**src/sv/cts_pkg.sv**
```systemverilog
package cts_pkg;

	localparam int FRAC_BITS = 14;
	localparam int ONE = 1 << FRAC_BITS;
	localparam int HALF = ONE / 2;
	localparam logic signed [15:0] ONE_S = 16'(ONE);

	localparam int MAG_W = FRAC_BITS + 1;
	localparam int RAD_W = 30;
	localparam int ROOT_W = 15;
	localparam int REM_W = 17;
	localparam int SQRT_DIGITS = 3;
	localparam int SQRT_STAGES = ROOT_W / SQRT_DIGITS;

	localparam int XW = 45;
	localparam int AW = 26;
	localparam int NORM_BIT = 40;
	localparam int TURN_BITS = 24;
	localparam int CORDIC_STEPS = 18;

	localparam logic [15:0] Q15_ONE = 16'd32768;
	localparam logic [15:0] Q15_HALF = 16'd16384;

	localparam logic signed [AW-1:0] ATAN_TURNS [CORDIC_STEPS] = '{
		26'sd2097152, 26'sd1238021, 26'sd654136, 26'sd332050, 26'sd166669, 26'sd83416,
		26'sd41718, 26'sd20860, 26'sd10430, 26'sd5215, 26'sd2608, 26'sd1304,
		26'sd652, 26'sd326, 26'sd163, 26'sd81, 26'sd41, 26'sd20
	};

	typedef struct packed {
		logic signed [15:0] cube_x;
		logic signed [15:0] cube_y;
		logic signed [15:0] cube_z;
		logic seam_u_end;
		logic seam_pole;
		logic [15:0] vertex_index;
	} cube_t;

	typedef struct packed {
		logic signed [15:0] sphere_x;
		logic signed [15:0] sphere_y;
		logic signed [15:0] sphere_z;
		logic [15:0] tex_u;
		logic [15:0] tex_v;
		logic [15:0] slot_out;
	} sphere_t;

endpackage

```
**src/sv/cts_sqrt.sv**
```systemverilog
module cts_sqrt (
	input logic clk,
	input logic en,
	input logic [cts_pkg::RAD_W-1:0] rad,
	output logic [cts_pkg::ROOT_W-1:0] root
);
	import cts_pkg::*;

	typedef struct packed {
		logic [REM_W-1:0] rem;
		logic [ROOT_W-1:0] q;
		logic [RAD_W-1:0] rad;
	} sqs_t;

	sqs_t st_s [SQRT_STAGES];

	for (genvar k = 0; k < SQRT_STAGES; k++) begin : g_stg
		sqs_t cur;
		sqs_t nxt;

		if (k == 0) begin : g_first
			assign cur = '{rem: '0, q: '0, rad: rad};
		end else begin : g_next
			assign cur = st_s[k-1];
		end

		always_comb begin
			sqs_t w;
			logic [REM_W+1:0] r2;
			logic [REM_W+1:0] tr;
			w = cur;
			for (int j = 0; j < SQRT_DIGITS; j++) begin
				r2 = {w.rem, w.rad[2*(ROOT_W-1-SQRT_DIGITS*k-j) +: 2]};
				tr = {2'b00, w.q, 2'b01};
				if (r2 >= tr) begin
					r2 = r2 - tr;
					w.q = {w.q[ROOT_W-2:0], 1'b1};
				end else begin
					w.q = {w.q[ROOT_W-2:0], 1'b0};
				end
				w.rem = r2[REM_W-1:0];
			end
			nxt = w;
		end

		always_ff @(posedge clk) begin
			if (en) begin
				st_s[k] <= nxt;
			end
		end
	end

	assign root = st_s[SQRT_STAGES-1].q;

endmodule

```
**config.mk**
```make
export PLATFORM = sky130hd
export DESIGN_NAME = cts_sqrt
export DESIGN_NICKNAME = d
export VERILOG_FILES = /design/src/sv/cts_pkg.sv /design/src/sv/cts_sqrt.sv
export SDC_FILE = /design/constraint.sdc
export NUM_CORES = 1
export LEC_CHECK = 0
export BUFFER_PORTS_ARGS = -buffer_cell sky130_fd_sc_hd__buf_2
export CAP_MARGIN = 20
export CORE_UTILIZATION = 35
export CTS_BUF_LIST = sky130_fd_sc_hd__clkbuf_16
export DETAILED_ROUTE_END_ITERATION = 8
export PLACE_DENSITY = 0.58
export SYNTH_ARGS = -nofsm -noshare
export SYNTH_HDL_FRONTEND = slang
export SYNTH_SLANG_ARGS = --single-unit
```
**constraint.sdc**
```tcl
create_clock -name clk -period 12.9 [get_ports clk]
set_input_delay 1.29 -clock clk [delete_from_list [all_inputs] [get_ports clk]]
set_output_delay 1.29 -clock clk [all_outputs]
set_load 0.005 [all_outputs]
```
==> impl_metrics.py, run 1 <==
metrics = {
    "place": {
        "hpwlAfterDp_um": 30100,
        "port_buffers": 46,
        "place_ws_ps": 4100,
        "routabilityCongestion": 0.886,
    },
    "synth": {
        "synth-edff-count": 173,
        "synth_flop_cell": "edfxtp_1",
        "yosysTopAreaCell": "edfxtp_1",
        "synthArstFlopShare": 0,
        "synthAdderAreaFrac": 0.113,
        "ys_seq_area_frac": 0.352,
        "synth-compound-area-share": 0.208,
        "synth.top_cell.area_share": 0.352,
        "syn_area_mm2": 0.0148,
        "synth_xor_xnor_area_share": 0.0735,
        "yosys.area_share.simple": 0.187,
        "synth.area.top_cells": "edfxtp_1 (35%), ha_1 (11%), xnor2_1 (5.3%), a21oi_1 (4.9%), nor2_1 (3.8%)",
        "ys_types": 99,
        "ys.warnings.count": 0,
        "netlist_instances": 1599,
        "syn_avg_cell_area_um2": 9.24,
        "muxShareOfSynthArea": 0.0275,
        "ys_ff_latch": 173,
        "synth_top_family_by_area": "compound AO/OA/AOI/OAI gates",
    },
    "setup_path": {
        "cp_max_fo": 18,
        "path_class": "reg -> reg",
        "cp.required_ps": 13110,
        "critPathTopFamily": "compound AO/OA/AOI/OAI gates",
        "cp.arrival_ps": 9110,
        "end_kind": "flip-flop",
        "crit_path_start_kind": "flip-flop",
        "r2r_slack_ps": 3990,
        "slowest_delay_ps": 800,
        "crit_buf_inv": 5,
        "critPathSlowestCell": "nor4bb_2",
    },
    "power_and_ir_drop": {
        "p_leak_nw": 6.54,
        "power_density_mw_per_mm2": 201,
        "vdd_drop_max_mv": 0.108,
    },
    "global_route": {
        "grt.busiest_layer": "met2",
        "met1_usage": 0.238,
        "track_usage": 0.179,
        "antenna_found_initial": 0,
        "grt_util_met2": 0.303,
        "use_met3": 0.0257,
        "grt_first_pass_wirelength_um": 61400,
        "overflow": 0,
        "grt_pass1_vias": 11639,
        "grt_max_degree": 60,
    },
    "floorplan": {
        "die_area_mm2": 0.0431,
        "pin_count": 47,
        "start_util": 0.359,
        "placementRows": 74,
        "die_y_um": 207,
        "die_x_um": 207,
        "placeableCoreArea_mm2": 0.0412,
    },
    "clock_network": {
        "tritoncts": "yes",
        "htree_levels": 4,
        "cts_buffers": 17,
        "cts-resized-gates": 0,
        "clk_path_buf_depth": 2,
        "cts_setup_buffers": 0,
        "clk_pin_slew_worst_paths_ps": 80,
        "clkLatencyLatePin_ps": 460,
        "cts.sinks": 173,
        "cts_root_buffer": "clkbuf_16",
        "ctsHoldBuffers": 0,
    },
    "final_layout": {
        "num_antenna_cells": 0,
        "largest_register_ffs": 173,
        "drive_gt1_frac": 0.101,
        "syn_to_final_growth_pct": 9.47,
        "top_register": "st_s",
        "layout.nets": 1801,
        "largest_registers": "st_s (173)",
    },
    "drt": {
        "vias": 12186,
        "wl_per_cell_um": 17.6,
        "via_per_inst": 5.59,
        "dr.first_iter.drc_count": 921,
        "drtPass1Iterations": 5,
        "ant_nets": 0,
        "routed_wl_um": 38400,
        "drc": 0,
    },
    "timing": {
        "rsz0062_at_grt": "no",
        "drv_slew": 0,
        "maxSlewHeadroom": 0.367,
        "final-setup-viol-count": 0,
        "worstMarginPinSlew_ps": 949,
        "hold_violations": 0,
        "period_share": 0.690,
        "setup_tns_ps": 0,
        "finalHoldWorstSlack_ps": 411,
        "skew_ps": 16.0,
        "fmax_mhz": 112,
        "setup_slack_ps": 3990,
        "timing.final.crit_period_ps": 8910,
    },
    "run_status": {
        "status": "complete, no violations",
    },
    "job": {
        "drv_cap": 0,
    },
    "worst_hold_path": {
        "min_path_type": "reg -> reg",
    },
}
## path summary, 6_finish.rpt
| path | endpoint | depth (start not counted) | from |
|---|---|---|---|
| max reg2reg | st_s[0][234] | 31 | st_s[0][159] |
| min | st_s[0][70] | 0 | st_s[0][8] |
| max | st_s[0][234] | 31 | st_s[0][159] |
| min reg2reg | st_s[0][70] | 0 | st_s[0][8] |
## per-layer routing
metal | part of all wire | up-vias | routed length, µm
met5 | 0 | - | 0
met4 | 0.016 | 0 | 597
met3 | 0.036 | 50 | 1390
met2 | 0.48 | 299 | 18500
met1 | 0.47 | 5763 | 17900
li1 | - | 6074 | -
## worst reg2reg max path: cells and delay by family (launching register included)
family,cells,cell delay [ps]
adders and majority gates,3,1040
and+or+nand+nor,11,2520
buffers and inverters,5,1300
AOI/OAI and AO/OA,11,3020
muxes,1,360
DFF,1,400
## Yosys cell counts, types with 6 or more instances
cell type  instances
a211o_1            7
a211oi_1          23
a21o_1            44
a21oi_1          145
a221oi_1           6
a31oi_1            8
and2_1             9
and3_1            16
and4_1             6
buf_2              9
clkbuf_1          16
edfxtp_1         173
ha_1             133
inv_1            105
mux2_2            19
mux2i_1           14
nand2_1          108
nand2b_1          25
nand3_1           37
nand3b_1           8
nand4_1           16
nor2_1           151
nor2b_1           12
nor3_1            42
nor3b_1            6
nor4_1            13
nor4_2             6
nor4b_1            7
o211ai_1          13
o21a_1            17
o21ai_0           78
o21bai_1          11
o221ai_1           6
o31a_1            11
o31ai_1           14
or2_2             18
or3_1             15
or4_1              7
xnor2_1           89
xor2_1            35
## final cells by class
type / instances / area (µm²)
Clock buffer: 17 / 425
Clock inverter: 15 / 186
Fill cell: 4054 / 25000
Inverter: 112 / 425
Multi-Input combinational cell: 1281 / 9010
Sequential cell: 173 / 5190
Tap cell: 532 / 666
Timing Repair Buffer: 51 / 274
## power breakdown
group          internal [mW]  switching, mW
Combinational          0.772           1.09
Sequential             0.768         0.0776
Clock                  0.265          0.271
Total                   1.80           1.44
## logic make-up (layout without fill, tap and decap cells)
group,count (synthesis),after routing
AO/OA/AOI/OAI,458,458
XOR/XNOR,124,124
adder cells (fa/ha/maj),133,133
buffers and inverters,146,195
flip-flops,173,173
multiplexers,37,37
other,1,2
AND/OR/NAND/NOR,527,527
## placed cells by master, fill, tap and decap left out, types with 19 or more instances in the layout
cell type	n
edfxtp_1	173
nor2_1	151
a21oi_1	145
ha_1	133
nand2_1	108
inv_1	105
xnor2_1	89
o21ai_0	78
buf_2	45
a21o_1	44
nor3_1	42
nand3_1	37
xor2_1	35
nand2b_1	25
a211oi_1	23
mux2_2	19
## through the flow
stage / std cells / instance area, µm² / power, mW / utilization
after global routing: 2181 / 16200 / 3.51 / 0.393
after floorplan: 1600 / 14800 / 2.27 / -
after global placement: 2149 / 15600 / 2.67 / 0.378
after CTS: 2181 / 16200 / 3.25 / 0.393
final: 2181 / 16200 / 3.25 / 0.393
after detailed placement: 2149 / 15600 / 2.70 / 0.378
No activity file was read; power rests on OpenSTA's default activity.
==> inputs of run 2 (changes only) <==
- clock period: 12.9 -> 8.9 ns (I/O delays scaled with it)
==> impl_metrics.py, run 2 (synthesized netlist as in run 1, its figures left out) <==
metrics = {
    "drt": {
        "dr.first_iter.drc_count": 925,
        "vias": 12127,
        "ant_nets": 0,
        "via_per_inst": 5.56,
        "routed_wl_um": 38200,
        "wl_per_cell_um": 17.5,
        "drc": 0,
        "drtPass1Iterations": 5,
    },
    "global_route": {
        "track_usage": 0.177,
        "grt_pass1_vias": 11685,
        "overflow": 0,
        "grt_first_pass_wirelength_um": 60900,
        "antenna_found_initial": 0,
        "grt_max_degree": 63,
    },
    "timing": {
        "final-setup-viol-count": 0,
        "fmax_mhz": 123,
        "rsz0062_at_grt": "no",
        "worstMarginPinSlew_ps": 1070,
        "hold_violations": 0,
        "drv_slew": 0,
        "setup_tns_ps": 0,
        "skew_ps": 13.8,
        "period_share": 0.917,
        "timing.final.crit_period_ps": 8160,
        "maxSlewHeadroom": 0.284,
    },
    "worst_hold_path": {
        "holdPathStages": 0,
        "min_path_type": "reg -> reg",
    },
    "power_and_ir_drop": {
        "vdd_drop_max_mv": 0.158,
        "power_density_mw_per_mm2": 288,
        "p_leak_nw": 6.51,
        "p_total_mw": 4.65,
    },
    "place": {
        "place_area_mm2": 0.0156,
        "port_buffers": 46,
        "dp_cells": 2152,
        "routabilityCongestion": 0.908,
        "hpwlAfterDp_um": 30300,
    },
    "run_status": {
        "status": "complete, no violations",
    },
    "setup_path": {
        "path_class": "reg -> reg",
        "critPathTopFamily": "compound AO/OA/AOI/OAI gates",
        "crit_buf_inv": 5,
        "end_kind": "flip-flop",
        "crit_path_start_kind": "flip-flop",
        "crit_cells": 31,
        "critPathSlowestCell": "a211oi_1",
        "cp.arrival_ps": 8350,
        "cp.required_ps": 9090,
        "cp_max_fo": 18,
        "slowest_delay_ps": 490,
        "r2r_cells": 31,
    },
    "final_layout": {
        "syn_to_final_growth_pct": 9.17,
        "layout.nets": 1804,
        "final_common_cell": "edfxtp_1",
        "stdcell_count": 2182,
        "largest_register_ffs": 173,
        "final_cell_mix": "edfxtp_1 (173), nor2_1 (151), a21oi_1 (145)",
        "post-route-cell-area_mm2": 0.0161,
        "top_register": "st_s",
        "num_antenna_cells": 0,
        "drive_gt1_frac": 0.101,
        "largest_registers": "st_s (173)",
    },
    "floorplan": {
        "die_area_mm2": 0.0431,
        "placementRows": 74,
        "placeableCoreArea_mm2": 0.0412,
        "die_x_um": 207,
        "die_y_um": 207,
        "start_util": 0.359,
        "pin_count": 47,
    },
    "clock_network": {
        "cts-resized-gates": 0,
        "cts_root_buffer": "clkbuf_16",
        "cts_buffers": 17,
        "clk_path_buf_depth": 2,
        "ctsHoldBuffers": 0,
        "clkLatencyLatePin_ps": 460,
        "tritoncts": "yes",
        "cts_setup_buffers": 0,
        "clk_pin_slew_worst_paths_ps": 70,
        "cts.sinks": 173,
        "htree_levels": 4,
    },
    "job": {
        "drv_cap": 0,
    },
}
==> run 2: cell count changes in the layout (fill, tap and decap cells not counted) <==
cell and delta:
buf_4 +3, bufinv_16 +1, clkinvlp_4 +4, inv_6 +2, inv_12 -2, clkinv_4 -3
clkinv_8 -4, clkinv_1 +2, inv_8 -3, clkinv_2 +1
==> run 2: layout make-up <==
type,instances,area [µm²]
clock buffer,17,425
multi-input combinational,1281,9010
sequential,173,5190
tap,532,666
fill,4081,25100
clock inverter,13,119
timing repair buffer,54,297
inverter,112,425
==> run 2: final timing paths <==
path / start / end / slack, ps
setup / recovery: st_s[0][159] / st_s[0][234] / 740
hold / removal: st_s[0][66] / st_s[0][128] / 420
setup reg to reg: st_s[0][159] / st_s[0][234] / 740
hold reg to reg: st_s[0][66] / st_s[0][128] / 420
==> run 2: power by group <==
group | switching (mW) | leakage (nW) | internal (mW)
clock | 0.339 | 0.255 | 0.384
sequential | 0.116 | 1.65 | 1.11
combinational | 1.58 | 4.60 | 1.12
total | 2.04 | 6.51 | 2.62
==> run 2: worst reg2reg max path: cells and delay by family, from the launching register on <==
kind,cells,cell delay (ps)
muxes,1,360
adders and majority gates,3,1080
buffers and inverters,5,1090
and+or+nand+nor,11,1760
DFF,1,390
AOI/OAI and AO/OA,11,3260
==> run 2: per-stage QoR <==
step           utilization  setup slack, ps  hold slack [ps]
2_1_floorplan            -             1950              400
3_3_place_gp         0.378              709              400
3_5_place_dp         0.378              810              405
4_1_cts              0.392              797              420
5_1_grt              0.392              214              421
6_report             0.392              743              419
==> run 2: routing by layer <==
metal  wire length, µm  up-vias  GRT usage
met3              1580       70     0.0230
met4              1130        0     0.0772
li1                  -     6054          -
met2             17700      326      0.292
met5                 0        -          0
met1             17800     5677      0.231
